===== config.mk =====
export PLATFORM = sky130hd
export DESIGN_NAME = ising2d_fifo
export DESIGN_NICKNAME = d
export VERILOG_FILES = /design/src/design/ising2d_pkg.sv /design/src/design/ising2d_fifo.sv
export SDC_FILE = /design/constraint.sdc
export NUM_CORES = 1
export LEC_CHECK = 0
export BUFFER_PORTS_ARGS = -buffer_cell sky130_fd_sc_hd__buf_2
export CORE_MARGIN = 5
export CORE_UTILIZATION = 59
export CTS_BUF_LIST = sky130_fd_sc_hd__clkbuf_2 sky130_fd_sc_hd__clkbuf_4 sky130_fd_sc_hd__clkbuf_8
export CTS_CLUSTER_DIAMETER = 50
export CTS_CLUSTER_SIZE = 12
export DETAILED_ROUTE_END_ITERATION = 16
export PLACE_DENSITY = 0.85
export RECOVER_POWER = 100
export SLEW_MARGIN = 20
export SYNTH_ARGS = -nofsm -noshare
export SYNTH_HDL_FRONTEND = slang
export SYNTH_SLANG_ARGS = --single-unit

===== constraint.sdc =====
create_clock -name clk -period 2.98 [get_ports clk]
set_input_delay 0.596 -clock clk [delete_from_list [all_inputs] [get_ports clk]]
set_output_delay 0.596 -clock clk [all_outputs]
set_load 0.005 [all_outputs]

===== src/design/ising2d_pkg.sv =====
`timescale 1ns / 1ps
// ----------------------------------------------------------------------------
// ising2d_pkg
// Types and constants shared by the Ising lattice update block.
// ----------------------------------------------------------------------------
package ising2d_pkg;

	localparam int IN_W     = 7;    // row and column port width
	localparam int SIDE_W   = 8;    // side length and wrapped index width
	localparam int VAL_W    = 16;   // thresholds, random fraction, counters
	localparam int SQ_W     = 16;   // side squared and attempt counter
	localparam int E_W      = 17;   // energy width
	localparam int M_W      = 16;   // magnetisation width
	localparam int CIDX_W   = 3;    // configuration index width

	// Largest lattice side; the port, counter and energy widths are sized for it.
	localparam int MAX_SIDE = 128;

	localparam logic [SIDE_W-1:0] SIDE_MIN = 8'd2;

	// Configuration register indexes
	localparam logic [CIDX_W-1:0] REG_THR4   = 3'd0;
	localparam logic [CIDX_W-1:0] REG_THR8   = 3'd1;
	localparam logic [CIDX_W-1:0] REG_SIDE   = 3'd2;
	localparam logic [CIDX_W-1:0] REG_STEPS  = 3'd3;
	localparam logic [CIDX_W-1:0] REG_BURN   = 3'd4;
	localparam logic [CIDX_W-1:0] REG_GAP    = 3'd5;

	// Reset values of the configuration registers
	localparam logic [VAL_W-1:0]  THR_RST    = 16'd0;
	localparam logic [SIDE_W-1:0] SIDE_RST   = 8'd100;
	localparam logic [VAL_W-1:0]  STEPS_RST  = 16'd10000;
	localparam logic [VAL_W-1:0]  BURN_RST   = 16'd1000;
	localparam logic [VAL_W-1:0]  GAP_RST    = 16'd10;

	// Queue between front and back
	localparam int Q_DEPTH = 4;
	localparam int Q_AW    = 2;
	localparam int Q_CW    = 3;

	// One classified flip request as it waits in the queue
	typedef struct packed {
		logic              bad;
		logic [SIDE_W-1:0] row;
		logic [SIDE_W-1:0] col;
		logic [SIDE_W-1:0] row_p;
		logic [SIDE_W-1:0] row_m;
		logic [SIDE_W-1:0] col_p;
		logic [SIDE_W-1:0] col_m;
		logic [VAL_W-1:0]  rand16;
	} attempt_t;

	// Run settings handed to the back part
	typedef struct packed {
		logic [VAL_W-1:0] thr4;
		logic [VAL_W-1:0] thr8;
		logic [VAL_W-1:0] total_steps;
		logic [VAL_W-1:0] burn_in;
		logic [VAL_W-1:0] gap_len;
		logic [SQ_W-1:0]  side_sq;
	} run_cfg_t;

endpackage


===== src/design/ising2d_fifo.sv =====
`timescale 1ns / 1ps
// ----------------------------------------------------------------------------
// ising2d_fifo
// Short request queue that decouples the classifying front from the back.
// ----------------------------------------------------------------------------
module ising2d_fifo import ising2d_pkg::*; (
	input  logic     clk,
	input  logic     arst_n,
	input  logic     push,
	input  attempt_t wr_entry,
	input  logic     pop,
	output attempt_t rd_entry,
	output logic     full,
	output logic     empty
);

	attempt_t         entries_q [Q_DEPTH];
	logic [Q_AW-1:0]  wr_ptr_q;
	logic [Q_AW-1:0]  rd_ptr_q;
	logic [Q_CW-1:0]  count_q;

	assign full     = (count_q == Q_CW'(Q_DEPTH));
	assign empty    = (count_q == '0);
	assign rd_entry = entries_q[rd_ptr_q];

	always_ff @(posedge clk) begin
		if (push) begin
			entries_q[wr_ptr_q] <= wr_entry;
		end
	end

	always_ff @(posedge clk or negedge arst_n) begin
		if (!arst_n) begin
			wr_ptr_q <= '0;
			rd_ptr_q <= '0;
			count_q  <= '0;
		end else begin
			if (push) begin
				wr_ptr_q <= wr_ptr_q + 1'b1;
			end
			if (pop) begin
				rd_ptr_q <= rd_ptr_q + 1'b1;
			end
			if (push && !pop) begin
				count_q <= count_q + 1'b1;
			end else if (pop && !push) begin
				count_q <= count_q - 1'b1;
			end
		end
	end

endmodule


# Yosys cells after proc, flatten, opt, wreduce, memory -nomap -nowiden
# Memories as Yosys holds them, arrays and structs flattened.
# Index checks and enable logic that the tools add are counted.
# totals
reg_bits,7
latchBits,0
ramBits,260
mem_bits_ro,0
inputBits,69
output_inout_bits,67
word_cells,19
memories,1
# memory_table
name,words,word_bits,read_ports,rd_ports_with_merged_regs,write_ports,line,text
entries_q,4,65,1,0,1,ising2d_fifo.sv:17,attempt_t entries_q [Q_DEPTH];
# op_classes
n_addsub,4
mul,0
div_mod_pow,0
order_cmp,0
n_eq_ne,1
shifts,0
n_mux,4
n_bitwise,0
n_reduce_logical,6
# ops
cell,count
$mux 3,2
$add 2x1->2 const B,2
$add 3x1->3 const B,1
$eq 3x3->1 const B,1
$logic_not 3->1,1
$sub 3x1->3 const B,1
$logic_and 1x1->1,2
$logic_not 1->1,2
$mux 1,2
$reduce_bool 2->1,1

# Depth between registers and ports, before layout
# depth
word_depth,4
depth_mapped,7
mapped_depth_nobuf,7

# Worst setup path after synthesis
# OpenSTA, ideal clock, no wires.
# synth_path
path_type,reg-to-reg
start,register wr_ptr_q[0]
end,"memory entries_q[2][0] in the netlist's numbering, enable pin"
setup_ps,430
arrival_time_ps,2143
t_required_ps,2550
setup_slack_ps,407
path_stages_with_launch,4
path_buffers,0
period_less_slack_ps,2573
path_cell_list,dfrtp_1 > inv_1 > ha_1 > and2_1
# synth_lines
element,line,text
from (decl),ising2d_fifo.sv:18,logic [Q_AW-1:0] wr_ptr_q;
from (signal assigned),ising2d_fifo.sv:39,wr_ptr_q <= wr_ptr_q + 1'b1;
to (decl),ising2d_fifo.sv:17,
# No word-level cell before the write port.

==> flow_metrics.env <==
export IMPL_switching_power_uw=2803
export IMPL_ys_ff_latch=267
export IMPL_clock_sinks=267
export IMPL_totalPowerFinal_uw=10050
export IMPL_rsz0062_at_grt="false"
export IMPL_fill_cells=1110
export IMPL_htree_levels=1
export IMPL_die_h_um=138.9
export IMPL_gr_usage_all_layers_pct=17.83
export IMPL_gr_total_overflow=0
export IMPL_hp_class="in -> reg"
export IMPL_yosys_area_top_type="edfxtp_1"
export IMPL_cp_data_required_time_ns=2.38
export IMPL_vdd_ir_drop_worst_mv=0.6510
export IMPL_crit_path_end_kind="output pin"
export IMPL_synth_most_common_cell="edfxtp_1"
export IMPL_antenna_found_initial=0
export IMPL_violations="capacitance limit, slew limit"
export IMPL_grt_pass1_wl_um=26860
export IMPL_slew_headroom_pct=-16.65
export IMPL_cp_start_kind="register"
export IMPL_wl_per_cell_um=22.09
export IMPL_yosysWarningCount=0
export IMPL_ctsResizeCount=0
export IMPL_cp_slowest_cell="dfrtp_4"
export IMPL_fin_nets=614
export IMPL_finalClockSkew_ns=0.01966
export IMPL_arrival_ns=2.24
export IMPL_cts_tree="built"
export IMPL_whs_ns=0.2672
export IMPL_syn_instance_count=374
export IMPL_synth_area_mm2=0.009808
export IMPL_via_per_inst=5.643
export IMPL_final_layout_size_suffix_gt1_share_pct=27.09
export IMPL_die_area_mm2=0.01930
export IMPL_power_frac_seq_pct=51.7
export IMPL_synth_edf_count=260
export IMPL_worstMarginPinSlew_ns=1.750
export IMPL_cp_top_family="flip-flops"
export IMPL_grt_pass1_vias=4790
export IMPL_synth_top_area_share_pct=79.60
export IMPL_cp_slowest_stage_delay_ns=0.73
export IMPL_dp_hpwl_um=11070
export IMPL_root_buffer="clkbuf_8"
export IMPL_start_util_pct=59.57
export IMPL_critPathBufInv=2
export IMPL_antenna_cells=0
export IMPL_core_area_mm2=0.01647
export IMPL_drcViolationCount=0
export IMPL_ioPinCount=136
export IMPL_syn_mean_instance_area_um2=26.23
export IMPL_clk_pin_slew_ns=0.07
export IMPL_routed_wl_um=17010
export IMPL_cts_buffers=27
export IMPL_finalSetupViolCount=0
export IMPL_synthTopCellsByCount="edfxtp_1 (260), mux4_2 (65), dfrtp_1 (7), buf_2 (5), ha_1 (5)"
export IMPL_drtAntennaViolNets=0
export IMPL_io_buffers=135
export IMPL_synth_cell_types=20
export IMPL_dr_pass1_iters=5
export IMPL_finalSetupTns_ns=0
export IMPL_switching_share_pct=27.88
export IMPL_timing_final_crit_share_pct=95.13
export IMPL_cts_buffer_depth=3
export IMPL_period_needed_ns=2.835
export IMPL_yosys_most_used_dff="edfxtp_1"
export IMPL_num_vias=4345
export IMPL_clk_latency_ns=0.54
export IMPL_core_rowCount=47
export IMPL_status="finished, violations left"
export IMPL_cellLeakagePower_uw=0.003551
export IMPL_critical_path_class="reg -> out"
export IMPL_path_cells="clkbuf_2 > mux4_2 > buf_2"
export IMPL_critPathMaxFanout=31
export IMPL_grt_max_degree=40
export IMPL_fp_dieW_um=138.9
export IMPL_power_density_mw_per_mm2=907.5
export IMPL_syn_nets=449
export IMPL_fmax_mhz=352.7
export IMPL_yosysSeqAreaShare_pct=81.39
export IMPL_intPower_uw=7249
export IMPL_routabilityCongestion=0.7458
export IMPL_synthArstFlopShare_pct=2.622
export IMPL_pwr_share_comb_pct=27.6
export IMPL_pwr_share_clk_pct=20.7
export IMPL_areaGrowthSynthToFinish_pct=12.94
export IMPL_maxCapViolations=4
export IMPL_drv_slew=130
export IMPL_hold_viol=0
export IMPL_drt_iter0_markers=230
export IMPL_synthTopCellsByArea="edfxtp_1 (80%), mux4_2 (15%), dfrtp_1 (1.8%), buf_12 (0.82%), ha_1 (0.64%)"
state kept, by name, indices dropped and copies added, names as in the netlist:
register   cells
count_q        3
entries_q    260
wr_ptr_q       2
rd_ptr_q       2
cell usage in the layout (no fill, tap or decap), types with 2 or more instances in the layout:
master	Yosys	routed
edfxtp_1	260	260
clkbuf_1	2	109
mux4_2	65	65
clkbuf_8	0	28
buf_2	5	26
clkbuf_4	0	8
clkbuf_2	0	8
buf_4	3	6
ha_1	5	5
dfrtp_1	7	5
inv_1	4	4
and2_1	4	4
xor2_1	4	4
xnor2_1	2	2
nand2_1	2	2
clkinvlp_4	0	2
dfrtp_4	0	2
layer usage:
layer | GRT usage [%] | wire length (um) | vias to the layer above
met4 | 3.605 | 289 | 0
met1 | 23.63 | 6753 | 2251
met5 | 0 | 0 | -
met3 | 4.552 | 1110 | 25
li1 | - | - | 1914
met2 | 30.66 | 8855 | 155
final timing paths:
kind	from	endpoint	slack (ns)	depth (start not counted)
setup / recovery	rd_ptr_q[1]	rd_entry[41]	0.15	3
hold / removal	pop	rd_ptr_q[0]	0.27	2
setup reg to reg	wr_ptr_q[1]	entries_q[0][56]	0.23	4
hold reg to reg	count_q[2]	count_q[2]	0.52	1
max in group asynchronous	arst_n	rd_ptr_q[0]	2.13	2
min in group asynchronous	arst_n	count_q[1]	0.52	2
stage by stage:
step                area [um2]  instances  util (%)  worst slack [ns]
floorplan                 9808        374         -            0.4070
global placement         10760        729     65.32            0.7381
detailed placement       10760        729     65.32            0.7084
CTS                      11240        770     68.28           0.09924
global route             11080        770     67.27           0.01364
finish                   11080        770     67.27            0.1451
power by group through the flow:
stage | logic, uW | registers (uW) | clock network [uW]
finish | 2770 | 5200 | 2080
global route | 3030 | 5260 | 2330
CTS | 3000 | 5200 | 2140
detailed placement | 2990 | 5280 | 0
global placement | 2920 | 5220 | 0
floorplan | 2010 | 5140 | 0
layout make-up:
cell class | count | area [um2] | share of cell area, %
sequential | 267 | 7990 | 72.13
multi-input combinational | 88 | 1664 | 15.02
timing repair buffer | 151 | 654.4 | 5.908
clock buffer | 36 | 445.4 | 4.021
tap | 220 | 275.3 | 2.485
clock inverter | 4 | 32.53 | 0.2937
inverter | 4 | 15.01 | 0.1355
cell families after synthesis:
kind of cell,after synthesis,synth area share [%]
AO/OA/AOI/OAI,1,0.05098
XOR/XNOR,6,0.5358
adder cells (fa/ha/maj),6,0.8420
buffers and inverters,19,1.646
flip-flops,267,81.39
multiplexers,66,15.04
AND/OR/NAND/NOR,9,0.4974
worst register-to-register path, cell delays in order (launching register included):
cell and delay (ns):
dfrtp_1 0.41, inv_1 0.11, ha_1 0.14, and2_1 1.24, buf_4 0.51
repair_timing:
action	4_1_cts	5_1_grt
buffers inserted	0	0
endpoints found under the hold margin	7	0
hold buffers	1	0
No activity file was read; power rests on OpenSTA's default activity.
