<file path="config.mk">
export PLATFORM = sky130hd
export DESIGN_NAME = ising2d_front
export DESIGN_NICKNAME = d
export VERILOG_FILES = /design/src/design/ising2d_pkg.sv /design/src/design/ising2d_front.sv
export SDC_FILE = /design/constraint.sdc
export NUM_CORES = 1
export LEC_CHECK = 0
export BUFFER_PORTS_ARGS = -buffer_cell sky130_fd_sc_hd__buf_2
export CAP_MARGIN = 10
export CORE_ASPECT_RATIO = 0.9
export CORE_UTILIZATION = 41
export DETAILED_ROUTE_END_ITERATION = 12
export PLACE_DENSITY = 0.79
export SYNTH_ARGS = -nofsm -noshare
export SYNTH_HDL_FRONTEND = slang
export SYNTH_SLANG_ARGS = --single-unit
</file>
<file path="constraint.sdc">
create_clock -name vclk -period 1.5
set_input_delay 0.075 -clock vclk [all_inputs]
set_output_delay 0.075 -clock vclk [all_outputs]
set_load 0.05 [all_outputs]
</file>
<file path="src/design/ising2d_pkg.sv">
`timescale 1ns / 1ps
// ----------------------------------------------------------------------------
// ising2d_pkg
// Types and constants shared by the Ising lattice update block.
// ----------------------------------------------------------------------------
package ising2d_pkg;

	localparam int IN_W     = 7;    // row and column port width
	localparam int SIDE_W   = 8;    // side length and wrapped index width
	localparam int VAL_W    = 16;   // thresholds, random fraction, counters
	localparam int SQ_W     = 16;   // side squared and attempt counter
	localparam int E_W      = 17;   // energy width
	localparam int M_W      = 16;   // magnetisation width
	localparam int CIDX_W   = 3;    // configuration index width

	// Largest lattice side; the port, counter and energy widths are sized for it.
	localparam int MAX_SIDE = 128;

	localparam logic [SIDE_W-1:0] SIDE_MIN = 8'd2;

	// Configuration register indexes
	localparam logic [CIDX_W-1:0] REG_THR4   = 3'd0;
	localparam logic [CIDX_W-1:0] REG_THR8   = 3'd1;
	localparam logic [CIDX_W-1:0] REG_SIDE   = 3'd2;
	localparam logic [CIDX_W-1:0] REG_STEPS  = 3'd3;
	localparam logic [CIDX_W-1:0] REG_BURN   = 3'd4;
	localparam logic [CIDX_W-1:0] REG_GAP    = 3'd5;

	// Reset values of the configuration registers
	localparam logic [VAL_W-1:0]  THR_RST    = 16'd0;
	localparam logic [SIDE_W-1:0] SIDE_RST   = 8'd100;
	localparam logic [VAL_W-1:0]  STEPS_RST  = 16'd10000;
	localparam logic [VAL_W-1:0]  BURN_RST   = 16'd1000;
	localparam logic [VAL_W-1:0]  GAP_RST    = 16'd10;

	// Queue between front and back
	localparam int Q_DEPTH = 4;
	localparam int Q_AW    = 2;
	localparam int Q_CW    = 3;

	// One classified flip request as it waits in the queue
	typedef struct packed {
		logic              bad;
		logic [SIDE_W-1:0] row;
		logic [SIDE_W-1:0] col;
		logic [SIDE_W-1:0] row_p;
		logic [SIDE_W-1:0] row_m;
		logic [SIDE_W-1:0] col_p;
		logic [SIDE_W-1:0] col_m;
		logic [VAL_W-1:0]  rand16;
	} attempt_t;

	// Run settings handed to the back part
	typedef struct packed {
		logic [VAL_W-1:0] thr4;
		logic [VAL_W-1:0] thr8;
		logic [VAL_W-1:0] total_steps;
		logic [VAL_W-1:0] burn_in;
		logic [VAL_W-1:0] gap_len;
		logic [SQ_W-1:0]  side_sq;
	} run_cfg_t;

endpackage

</file>
<file path="src/design/ising2d_front.sv">
`timescale 1ns / 1ps
// ----------------------------------------------------------------------------
// ising2d_front
// Accepts flip requests, checks the site against the lattice and works out
// the wrapped neighbour indexes and the aligned random fraction.
// ----------------------------------------------------------------------------
module ising2d_front import ising2d_pkg::*; #(
	parameter int RAND_BITS = 16
) (
	input  logic                 in_valid,
	output logic                 in_stall,
	input  logic [IN_W-1:0]      row,
	input  logic [IN_W-1:0]      col,
	input  logic [RAND_BITS-1:0] rand_value,
	input  logic [SIDE_W-1:0]    side_use,
	input  logic                 clearing,
	input  logic                 q_full,
	output logic                 push,
	output attempt_t             entry
);

	logic [SIDE_W-1:0] r8;
	logic [SIDE_W-1:0] c8;
	logic [SIDE_W-1:0] r_inc;
	logic [SIDE_W-1:0] c_inc;
	logic [VAL_W-1:0]  rand16;

	generate
		if (RAND_BITS >= VAL_W) begin : g_rand_trunc
			assign rand16 = rand_value[RAND_BITS-1 -: VAL_W];
		end else begin : g_rand_widen
			assign rand16 = {rand_value, {(VAL_W-RAND_BITS){1'b0}}};
		end
	endgenerate

	assign in_stall = clearing || q_full;
	assign push     = in_valid && !in_stall;

	always_comb begin
		r8    = {1'b0, row};
		c8    = {1'b0, col};
		r_inc = r8 + 8'd1;
		c_inc = c8 + 8'd1;

		entry.bad    = (r8 >= side_use) || (c8 >= side_use);
		entry.row    = r8;
		entry.col    = c8;
		entry.row_p  = (r_inc == side_use) ? '0 : r_inc;
		entry.row_m  = (r8 == '0) ? side_use - 8'd1 : r8 - 8'd1;
		entry.col_p  = (c_inc == side_use) ? '0 : c_inc;
		entry.col_m  = (c8 == '0) ? side_use - 8'd1 : c8 - 8'd1;
		entry.rand16 = rand16;
	end

endmodule

</file>
# Word level (Yosys, flattened, before mapping)
# Cells that the tools add are included.
word_totals:
  wordCells: 19
  ff_bits: 0
  out_inout_bits: 67
  in_bits: 41
classes:
  n_mux: 4
  n_reduce_logical: 6
  n_lt_le_gt_ge: 2
  addsub: 5
  n_eq_ne: 2
op_table:
  columns: ["operator", "n"]
  rows:
  - ["8-bit two-way mux", 4]
  - ["7-bit by 1-bit adder with 8-bit output, second input constant", 2]
  - ["8-bit == test", 2]
  - ["7-bit by 8-bit >= comparator with 1-bit output", 2]
  - ["7-bit by 1-bit subtractor with 8-bit output, second input constant", 2]
  - ["7-bit zero test", 2]
  - ["8-bit by 1-bit subtractor with 8-bit output, second input constant", 1]
  - ["1-bit logical OR", 2]
  - ["1-bit logical AND", 1]
  - ["1-bit zero test", 1]

# Depth between registers and ports, before layout
# Gate-level depths: netlist (run 1).
logic_depth:
  depth_word: 3
  depth_mapped: 9
  ltp_nobuf: 8

# Worst setup path after synthesis (run 1)
# Ideal clock, no wire load.
synth_timing:
  path_kind: "input -> output"
  startpoint: "input side_use[2]"
  endpoint: "output entry[21] in the netlist's numbering"
  arrival_time_ns: 2.391
  required_ns: 1.425
  setup_slack_ns: -0.966
  n_path_buf: 1
  path_stages: 7
  path_cell_list: "clkbuf_1 -> or4_1 -> nor2_1 -> xnor2_1 -> a21oi_1 -> or3_1 -> o21ai_0"
synth_rtl:
  columns: ["element", "line_no", "text"]
  rows:
  - ["from (decl)", "ising2d_front.sv:15", "input logic [SIDE_W-1:0] side_use,"]
  - ["to (decl)", "ising2d_front.sv:19", "output attempt_t entry"]

==> run_results.csv, run 1 <==
group,metric,value,unit
power_and_ir_drop,pwr-share-clk,0,%
synthesis,synthCells,246,
run_status,violations,"setup timing",
power_and_ir_drop,peakVddDrop,0.312,mV
power_and_ir_drop,p_sw_share,59.9,%
run_status,run_status,"finished, violations left",
routing,vias,2766,
worst_setup_path,critPathKind,"in2out",
clocking,cts_hold_buf,0,
cells_and_area,area_growth,117,%
sta,fin_crit,2.08,ns
synthesis,synth_area_leaders,"ha_1 (15%), buf_4 (15%), xnor2_1 (8.1%)",
synthesis,avgSynthCellArea,7.00,sq um
synthesis,synth.top_cell.area_share,15.3,%
sta,hold_viol,0,
cells_and_area,nets,433,
routing,dr.pass1.iters,5,
sta,period_share,139,%
cells_and_area,final_cell_area,3740,sq um
floorplan,placeableCoreArea,3860,sq um
sta,fin_ws,-0.582,ns
worst_setup_path,crit_fanout,6,
place,dpl_cell_area,2840,sq um
power_and_ir_drop,power.leakage,1.69,nW
routing,routed_via_density,6.67,
synthesis,yosysTopAreaCell,"ha_1",
synthesis,syn_area,1720,sq um
floorplan,initial_utilization,44.6,%
cells_and_area,n_antenna_cell,0,
synthesis,synth_common_cells,"buf_4 (34), nor2_1 (22), ha_1 (21), xnor2_1 (16)",
place,dp_hpwl,4720,um
cells_and_area,drive_above_1_share,75.6,%
global_route,grt_pass1_vias,2360,
worst_setup_path,critical_path_required,1.42,ns
routing,post-route-drc-count,0,
run,cap_viol_max_count,0,
global_route,grt_use_total,32.6,%
worst_setup_path,cp-start-kind,"primary input",
power_and_ir_drop,intPower,625,uW
cells_and_area,clkbuf_count,0,
place,io_buffers,74,
sta,fmax,480,MHz
global_route,overflow,0,
sta,maxSlewViolCount,0,
routing,drt-initial-drc-count,372,
sta,rsz0062_at_grt,"yes",
power_and_ir_drop,p_comb_share,100.0,%
hold_path,min_path_type,"in2out",
sta,setup_viol,33,
global_route,grt_pass1_wl,11600,um
floorplan,die-area,4470,sq um
synthesis,synth.most_common_cell,"buf_4",
synthesis,ys_seq_area_share,0,%
cells_and_area,n_sequential_cell,0,
synthesis,synth_cell_types,45,
global_route,antenna_found_initial,0,
global_route,grt_max_degree,10,
floorplan,die_w,70.3,um
cells_and_area,seqCellArea,0,sq um
power_and_ir_drop,powerDensity,416,nW/um^2
floorplan,rows,21,
routing,route.antenna.remaining_nets,0,
power_and_ir_drop,power_switching,933,uW
power_and_ir_drop,seqPwrFrac,0,%
floorplan,ios,108,
place,place_congestion,0.852,
routing,drt_wl_total,11900,um
worst_setup_path,arrival,2.01,ns
synthesis,yosys_warnings,0,
power_and_ir_drop,total_power,1.56,mW
floorplan,die_h,63.5,um
worst_setup_path,endpoint_kind,"output port",
routing,avgRoutedWirePerCell,28.8,um
## cells by family (layout without fill, tap and decap cells)
group	after synthesis	in the layout	synth area share, %
and+or+nand+nor	89	90	28.2
buffers and inverters	59	180	20.8
other	1	2	0.218
AOI/OAI and AO/OA	41	41	15.2
adders and majority gates	21	21	15.3
muxes	2	2	1.16
xor gates and xnor gates	33	33	19.2
## cell type report
type / count / area [sq um]
repair buffers: 167 / 1420
well taps: 46 / 57.6
inverters: 13 / 67.6
fillers: 59 / 121
multi-input cells: 189 / 2190
## metrics by stage
step	util, %	setup slack [ns]	setup TNS, ns	instances	hold slack [ns]
global placement	73.4	-0.507	-11.29	401	0.150
finish	96.9	-0.582	-11.87	415	0.150
detailed placement	73.4	-0.596	-12.59	401	0.150
floorplan	-	-0.263	-2.50	247	0.209
CTS	84.5	-0.446	-7.30	406	0.150
global route	96.9	-0.633	-12.51	415	0.150
## path summary, 6_finish.rpt
| check | from | endpoint | cells past startpoint |
|---|---|---|---|
| hold / removal | rand_value[11] | entry[11] | 0 |
| setup / recovery | row[1] | entry[46] | 10 |
## worst max-delay path, stage by stage
cell      delay (ns)
buf_6           0.10
buf_4           0.14
nand3_1         0.20
nor2_1          0.31
xor2_1          0.30
nand3b_1        0.22
a31oi_4         0.24
buf_12          0.18
nor2_4          0.05
buf_6           0.17
## routing by layer
metal / vias to the layer above / share of wire, % / GRT usage [%]
li1: 1061 / - / -
met1: 1255 / 32 / 38.8
met2: 332 / 44 / 57.6
met3: 118 / 14 / 3.52
met4: 0 / 10 / 15.8
met5: - / 0 / 0
## cells in the final DEF (no fill, tap or decap), types with 4 or more instances in the layout
master   Yosys  routed
buf_4       34      84
buf_6        0      40
buf_2        7      32
nor2_4       1      13
ha_1        21      13
xor2_1      14      10
a21oi_2      0       9
nor2_1      22       9
o21ai_4      0       8
ha_4         0       8
inv_1       13       7
xnor2_2      0       6
nand3_1      9       6
nand2_1     14       6
xnor2_1     16       6
nand2_2      0       5
a21o_1       5       5
nor3b_4      0       4
or3_4        0       4
xnor2_4      0       4
xor2_2       0       4
nor2b_4      0       4
buf_12       0       4
buf_8        0       4
## power by group through the flow
stage	combinational, mW	sequential, mW	clock, mW
after global routing	1.59	0	0
after CTS	1.26	0	0
after global placement	1.08	0	0
after detailed placement	1.10	0	0
final	1.56	0	0
after floorplan	0.913	0	0
## timing repair
item / 4_1_cts / 5_1_grt
setup endpoints to repair: 33 / 33
pin swaps: 27 / 44
gates cloned: 0 / 2
setup buffers: 5 / 9
resized for setup: 104 / 85
No activity file was read; power rests on OpenSTA's default activity.
==> run 2: changes to the inputs <==
ABC_AREA = 1   (was default)
CORE_UTILIZATION = 42   (was 41)
PLACE_DENSITY = 0.8   (was 0.79)
clock period = 1.85 ns   (was 1.5 ns; I/O delays follow)
==> run_results.csv, run 2 <==
group,metric,value,unit
worst_setup_path,critPathTopFamily,"buffers and inverters",
place,io_buffers,74,
cells_and_area,n_sequential_cell,0,
cells_and_area,drive_above_1_share,23.7,%
worst_setup_path,cp_common_cell,"a21oi_1",
worst_setup_path,endpoint_kind,"output port",
cells_and_area,area_growth,11.4,%
worst_setup_path,crit_fanout,8,
global_route,grt_pass1_vias,1793,
sta,fmax,568,MHz
cells_and_area,n_antenna_cell,0,
power_and_ir_drop,powerDensity,338,nW/um^2
synthesis,synth_common_cells,"nand2_1 (82), inv_1 (47), nor2_1 (38), buf_4 (34), nand3_1 (33)",
global_route,grt_use_total,20.5,%
power_and_ir_drop,p_comb_share,100.0,%
synthesis,synth_cell_types,27,
synthesis,yosys_warnings,0,
floorplan,initial_utilization,44.3,%
power_and_ir_drop,seqPwrFrac,0,%
worst_setup_path,crit_buf_inv,3,
power_and_ir_drop,intPower,186,uW
place,place_congestion,0.907,
cells_and_area,nets,436,
synthesis,avgSynthCellArea,5.47,sq um
global_route,grt_pass1_wl,7920,um
power_and_ir_drop,total_power,689,uW
worst_setup_path,critical_path_required,1.76,ns
sta,maxSlewViolCount,0,
routing,drt-initial-drc-count,216,
sta,fin_crit,1.76,ns
power_and_ir_drop,peakVddDrop,0.190,mV
power_and_ir_drop,power.leakage,1.25,nW
synthesis,yosysTopAreaCell,"nand2_1",
run_status,run_status,"completed",
routing,post-route-drc-count,0,
power_and_ir_drop,pwr-share-clk,0,%
place,dp_hpwl,4060,um
floorplan,die_w,71.5,um
synthesis,synthCells,334,
cells_and_area,clkbuf_count,0,
global_route,antenna_found_initial,0,
worst_setup_path,critPathKind,"in2out",
global_route,overflow,0,
routing,drt_wl_total,4780,um
sta,hold_viol,0,
sta,setup_viol,0,
power_and_ir_drop,p_sw_share,73.0,%
cells_and_area,layout_commonest_cell,"nand2_1",
global_route,grt_max_degree,16,
sta,setup_tns,0,ns
cells_and_area,layout_common_cells,"nand2_1 (81), buf_2 (60), inv_1 (46)",
floorplan,ios,108,
cells_and_area,seqCellArea,0,sq um
synthesis,ys_seq_area_share,0,%
power_and_ir_drop,power_switching,503,uW
worst_setup_path,path_cells,"clkbuf_4 > inv_1 > ha_1 > a21oi_1 > o21ai_0 > nor2_1 > nand3_1 > nor2_4 > a21oi_1 > buf_2",
floorplan,placeableCoreArea,4130,sq um
clocking,cts_hold_buf,0,
routing,dr.pass1.iters,4,
synthesis,synth.most_common_cell,"nand2_1",
worst_setup_path,crit_path_top_delay_cell,"ha_1",
routing,routed_via_density,5.07,
floorplan,rows,22,
run,cap_viol_max_count,0,
routing,avgRoutedWirePerCell,11.4,um
routing,vias,2128,
synthesis,syn_area,1830,sq um
routing,route.antenna.remaining_nets,0,
synthesis,synth_area_leaders,"nand2_1 (17%), ha_1 (14%), buf_4 (14%)",
hold_path,min_path_type,"in2out",
sta,rsz0062_at_grt,"yes",
floorplan,die-area,4620,sq um
synthesis,synth.top_cell.area_share,16.8,%
worst_setup_path,slowest_delay,0.33,ns
worst_setup_path,cp-start-kind,"primary input",
clocking,cts_setup_buffers,0,
sta,period_share,95.2,%
floorplan,die_h,64.6,um
worst_setup_path,arrival,1.67,ns
run 2: final timing paths:
check | from | to | slack (ns) | cells past startpoint
setup / recovery | col[0] | entry[24] | 0.09 | 10
hold / removal | rand_value[13] | entry[13] | 0.19 | 0
run 2: power by group through the flow:
stage | combinational, mW | sequential, mW | clock (mW)
floorplan | 0.620 | 0 | 0
global placement | 0.659 | 0 | 0
detailed placement | 0.667 | 0 | 0
CTS | 0.669 | 0 | 0
global route | 0.748 | 0 | 0
finish | 0.689 | 0 | 0
run 2: cell families (layout without fill, tap and decap cells):
kind of cell	after synthesis	after routing	synth area share, %
buf+inv	85	122	25.7
fa+ha+maj	21	21	14.4
compound gates	42	42	12.7
other cells	1	2	0.205
xor+xnor	10	10	4.79
simple gates	175	175	42.2
run 2: what timing repair did:
action / CTS / global route
hold endpoints to repair: 0 / 0
gates resized for setup: 0 / 34
endpoints found under the setup margin: 0 / 16
run 2: cell type report:
| type | instances | area [sq um] |
|---|---|---|
| tap | 48 | 60.1 |
| inverter | 47 | 176 |
| timing repair buffer | 75 | 432 |
| fill | 447 | 2090 |
| multi-input combinational | 250 | 1370 |
run 2: metrics by stage:
stage	cell area [sq um]	instances	util (%)	setup WS (ns)	hold slack, ns
after global placement	1980	420	47.8	0.0760	0.185
after CTS	1980	420	47.8	0.0458	0.185
after global routing	2040	420	49.3	-0.0184	0.185
after floorplan	1830	335	-	-0.142	0.352
after detailed placement	1980	420	47.8	0.0571	0.185
final	2040	420	49.3	0.0883	0.185
run 2: routing by layer:
metal / vias to the layer above / wire length, um / global-route usage, %
met2: 68 / 2200 / 35.2
met5: - / 0 / 0
met4: 0 / 29 / 1.72
li1: 1116 / - / -
met3: 5 / 269 / 1.87
met1: 939 / 2280 / 28.8
==> run 3: changes to the inputs <==
ABC_AREA = default   (was 1)
CORE_UTILIZATION = 41   (was 42)
PLACE_DENSITY = 0.79   (was 0.8)
TNS_END_PERCENT = 50   (was default)
==> run_results.csv, run 3 (same netlist as run 1, synthesis figures left out) <==
group,metric,value,unit
run_status,run_status,"finished, violations left",
run_status,violations,"setup timing",
hold_path,hold_depth,0,
routing,route.antenna.remaining_nets,0,
cells_and_area,drive_above_1_share,52.0,%
floorplan,placeableCoreArea,3860,sq um
power_and_ir_drop,p_comb_share,100.0,%
place,place_congestion,0.869,
floorplan,ios,108,
floorplan,initial_utilization,44.6,%
power_and_ir_drop,pwr-share-clk,0,%
routing,drt-initial-drc-count,106,
place,dp_hpwl,4200,um
worst_setup_path,cp-start-kind,"primary input",
place,io_buffers,74,
cells_and_area,n_sequential_cell,0,
routing,dr.pass1.iters,4,
cells_and_area,final_util,69.1,%
cells_and_area,fillers,287,
routing,drt_wl_total,5940,um
hold_path,min-delay-start,"rand_value[10]",
cells_and_area,clkbuf_count,0,
sta,setup_viol,10,
cells_and_area,seqCellArea,0,sq um
hold_path,min_path_type,"in2out",
cells_and_area,final_cells,373,
floorplan,die_h,63.5,um
run,cap_viol_max_count,0,
hold_path,min_to,"entry[10]",
floorplan,die_w,70.3,um
global_route,grt_pass1_vias,1790,
power_and_ir_drop,powerDensity,343,nW/um^2
routing,vias,2026,
worst_setup_path,critical_path_required,1.76,ns
worst_setup_path,path_cells,"buf_12 > inv_8 > ha_4 > xor2_2 > a211oi_2 > o31ai_2 > nor4b_4 > and3_1 > buf_6 > nor3b_2 > buf_6",
worst_setup_path,crit_fanout,7,
sta,hold_viol,0,
global_route,grt_max_degree,12,
power_and_ir_drop,intPower,345,uW
power_and_ir_drop,seqPwrFrac,0,%
power_and_ir_drop,peakVddDrop,0.204,mV
worst_setup_path,slowest_delay,0.27,ns
sta,period_share,106,%
sta,rsz0062_at_grt,"yes",
global_route,grt_pass1_wl,8190,um
sta,fin_crit,1.96,ns
cells_and_area,nets,391,
sta,worst_hold_slack,0.185,ns
worst_setup_path,crit_buf_inv,4,
sta,maxSlewViolCount,0,
worst_setup_path,crit_path_top_delay_cell,"nor4b_4",
routing,routed_via_density,5.43,
global_route,antenna_found_initial,0,
cells_and_area,area_growth,55.0,%
cells_and_area,layout_common_cells,"buf_2 (52), buf_4 (52), buf_6 (20)",
clocking,cts_hold_buf,0,
floorplan,rows,21,
sta,fin_ws,-0.109,ns
power_and_ir_drop,power_switching,571,uW
worst_setup_path,endpoint_kind,"output port",
place,place_inst,370,
global_route,grt_use_total,22.2,%
global_route,overflow,0,
worst_setup_path,arrival,1.87,ns
routing,avgRoutedWirePerCell,15.9,um
sta,fmax,510,MHz
floorplan,die-area,4470,sq um
power_and_ir_drop,power.leakage,1.29,nW
worst_setup_path,critPathKind,"in2out",
place,pre_cts_slack,-0.213,ns
cells_and_area,n_antenna_cell,0,
sta,setup_tns,-0.713,ns
routing,post-route-drc-count,0,
power_and_ir_drop,p_sw_share,62.3,%
worst_setup_path,cp_common_cell,"buf_6",
worst_setup_path,critPathTopFamily,"simple AND/OR/NAND/NOR gates",
-- run 3: how the worst max path moves through the flow --
stage | from | to | slack (ns) | cells past startpoint
finish | col[1] | entry[31] | -0.11 | 11
global placement | col[0] | entry[27] | -0.18 | 11
CTS | col[1] | entry[31] | -0.05 | 11
detailed placement | col[0] | entry[27] | -0.21 | 11
global route | col[1] | entry[31] | -0.19 | 11
floorplan | col[0] | entry[18] | -0.37 | 5
-- run 3: per-layer routing --
layer | part of all wire [%] | wire, um | vias up | global-route usage [%]
met4 | 1.7 | 102 | 0 | 4.75
met3 | 6.8 | 406 | 14 | 1.12
met2 | 47 | 2780 | 98 | 37.6
met1 | 45 | 2650 | 939 | 30.9
met5 | 0 | 0 | - | 0
li1 | - | - | 975 | -
-- run 3: final cells by class --
cell class         instances  area, sq um  area share (%)
inverters                 13         66.3            2.48
multi-input cells        188         1640            61.2
repair buffers           126          911            34.1
well taps                 46         57.6            2.16
-- run 3: power groups by stage --
stage / logic (mW) / registers [mW] / clock network [mW]
floorplan: 0.641 / 0 / 0
global placement: 0.739 / 0 / 0
detailed placement: 0.753 / 0 / 0
CTS: 0.832 / 0 / 0
global route: 0.962 / 0 / 0
finish: 0.917 / 0 / 0
-- run 3: per-stage QoR --
step	instance area (sq um)	total power, mW
2_1_floorplan	1740	0.641
3_3_place_gp	2230	0.739
3_5_place_dp	2230	0.753
4_1_cts	2480	0.832
5_1_grt	2670	0.962
6_report	2670	0.917
-- run 3: timing repair --
action / 4_1_cts / 5_1_grt
pin swaps: 9 / 10
setup buffers: 1 / 2
resized for setup: 63 / 39
setup endpoints to repair: 20 / 26
cloned: 0 / 0
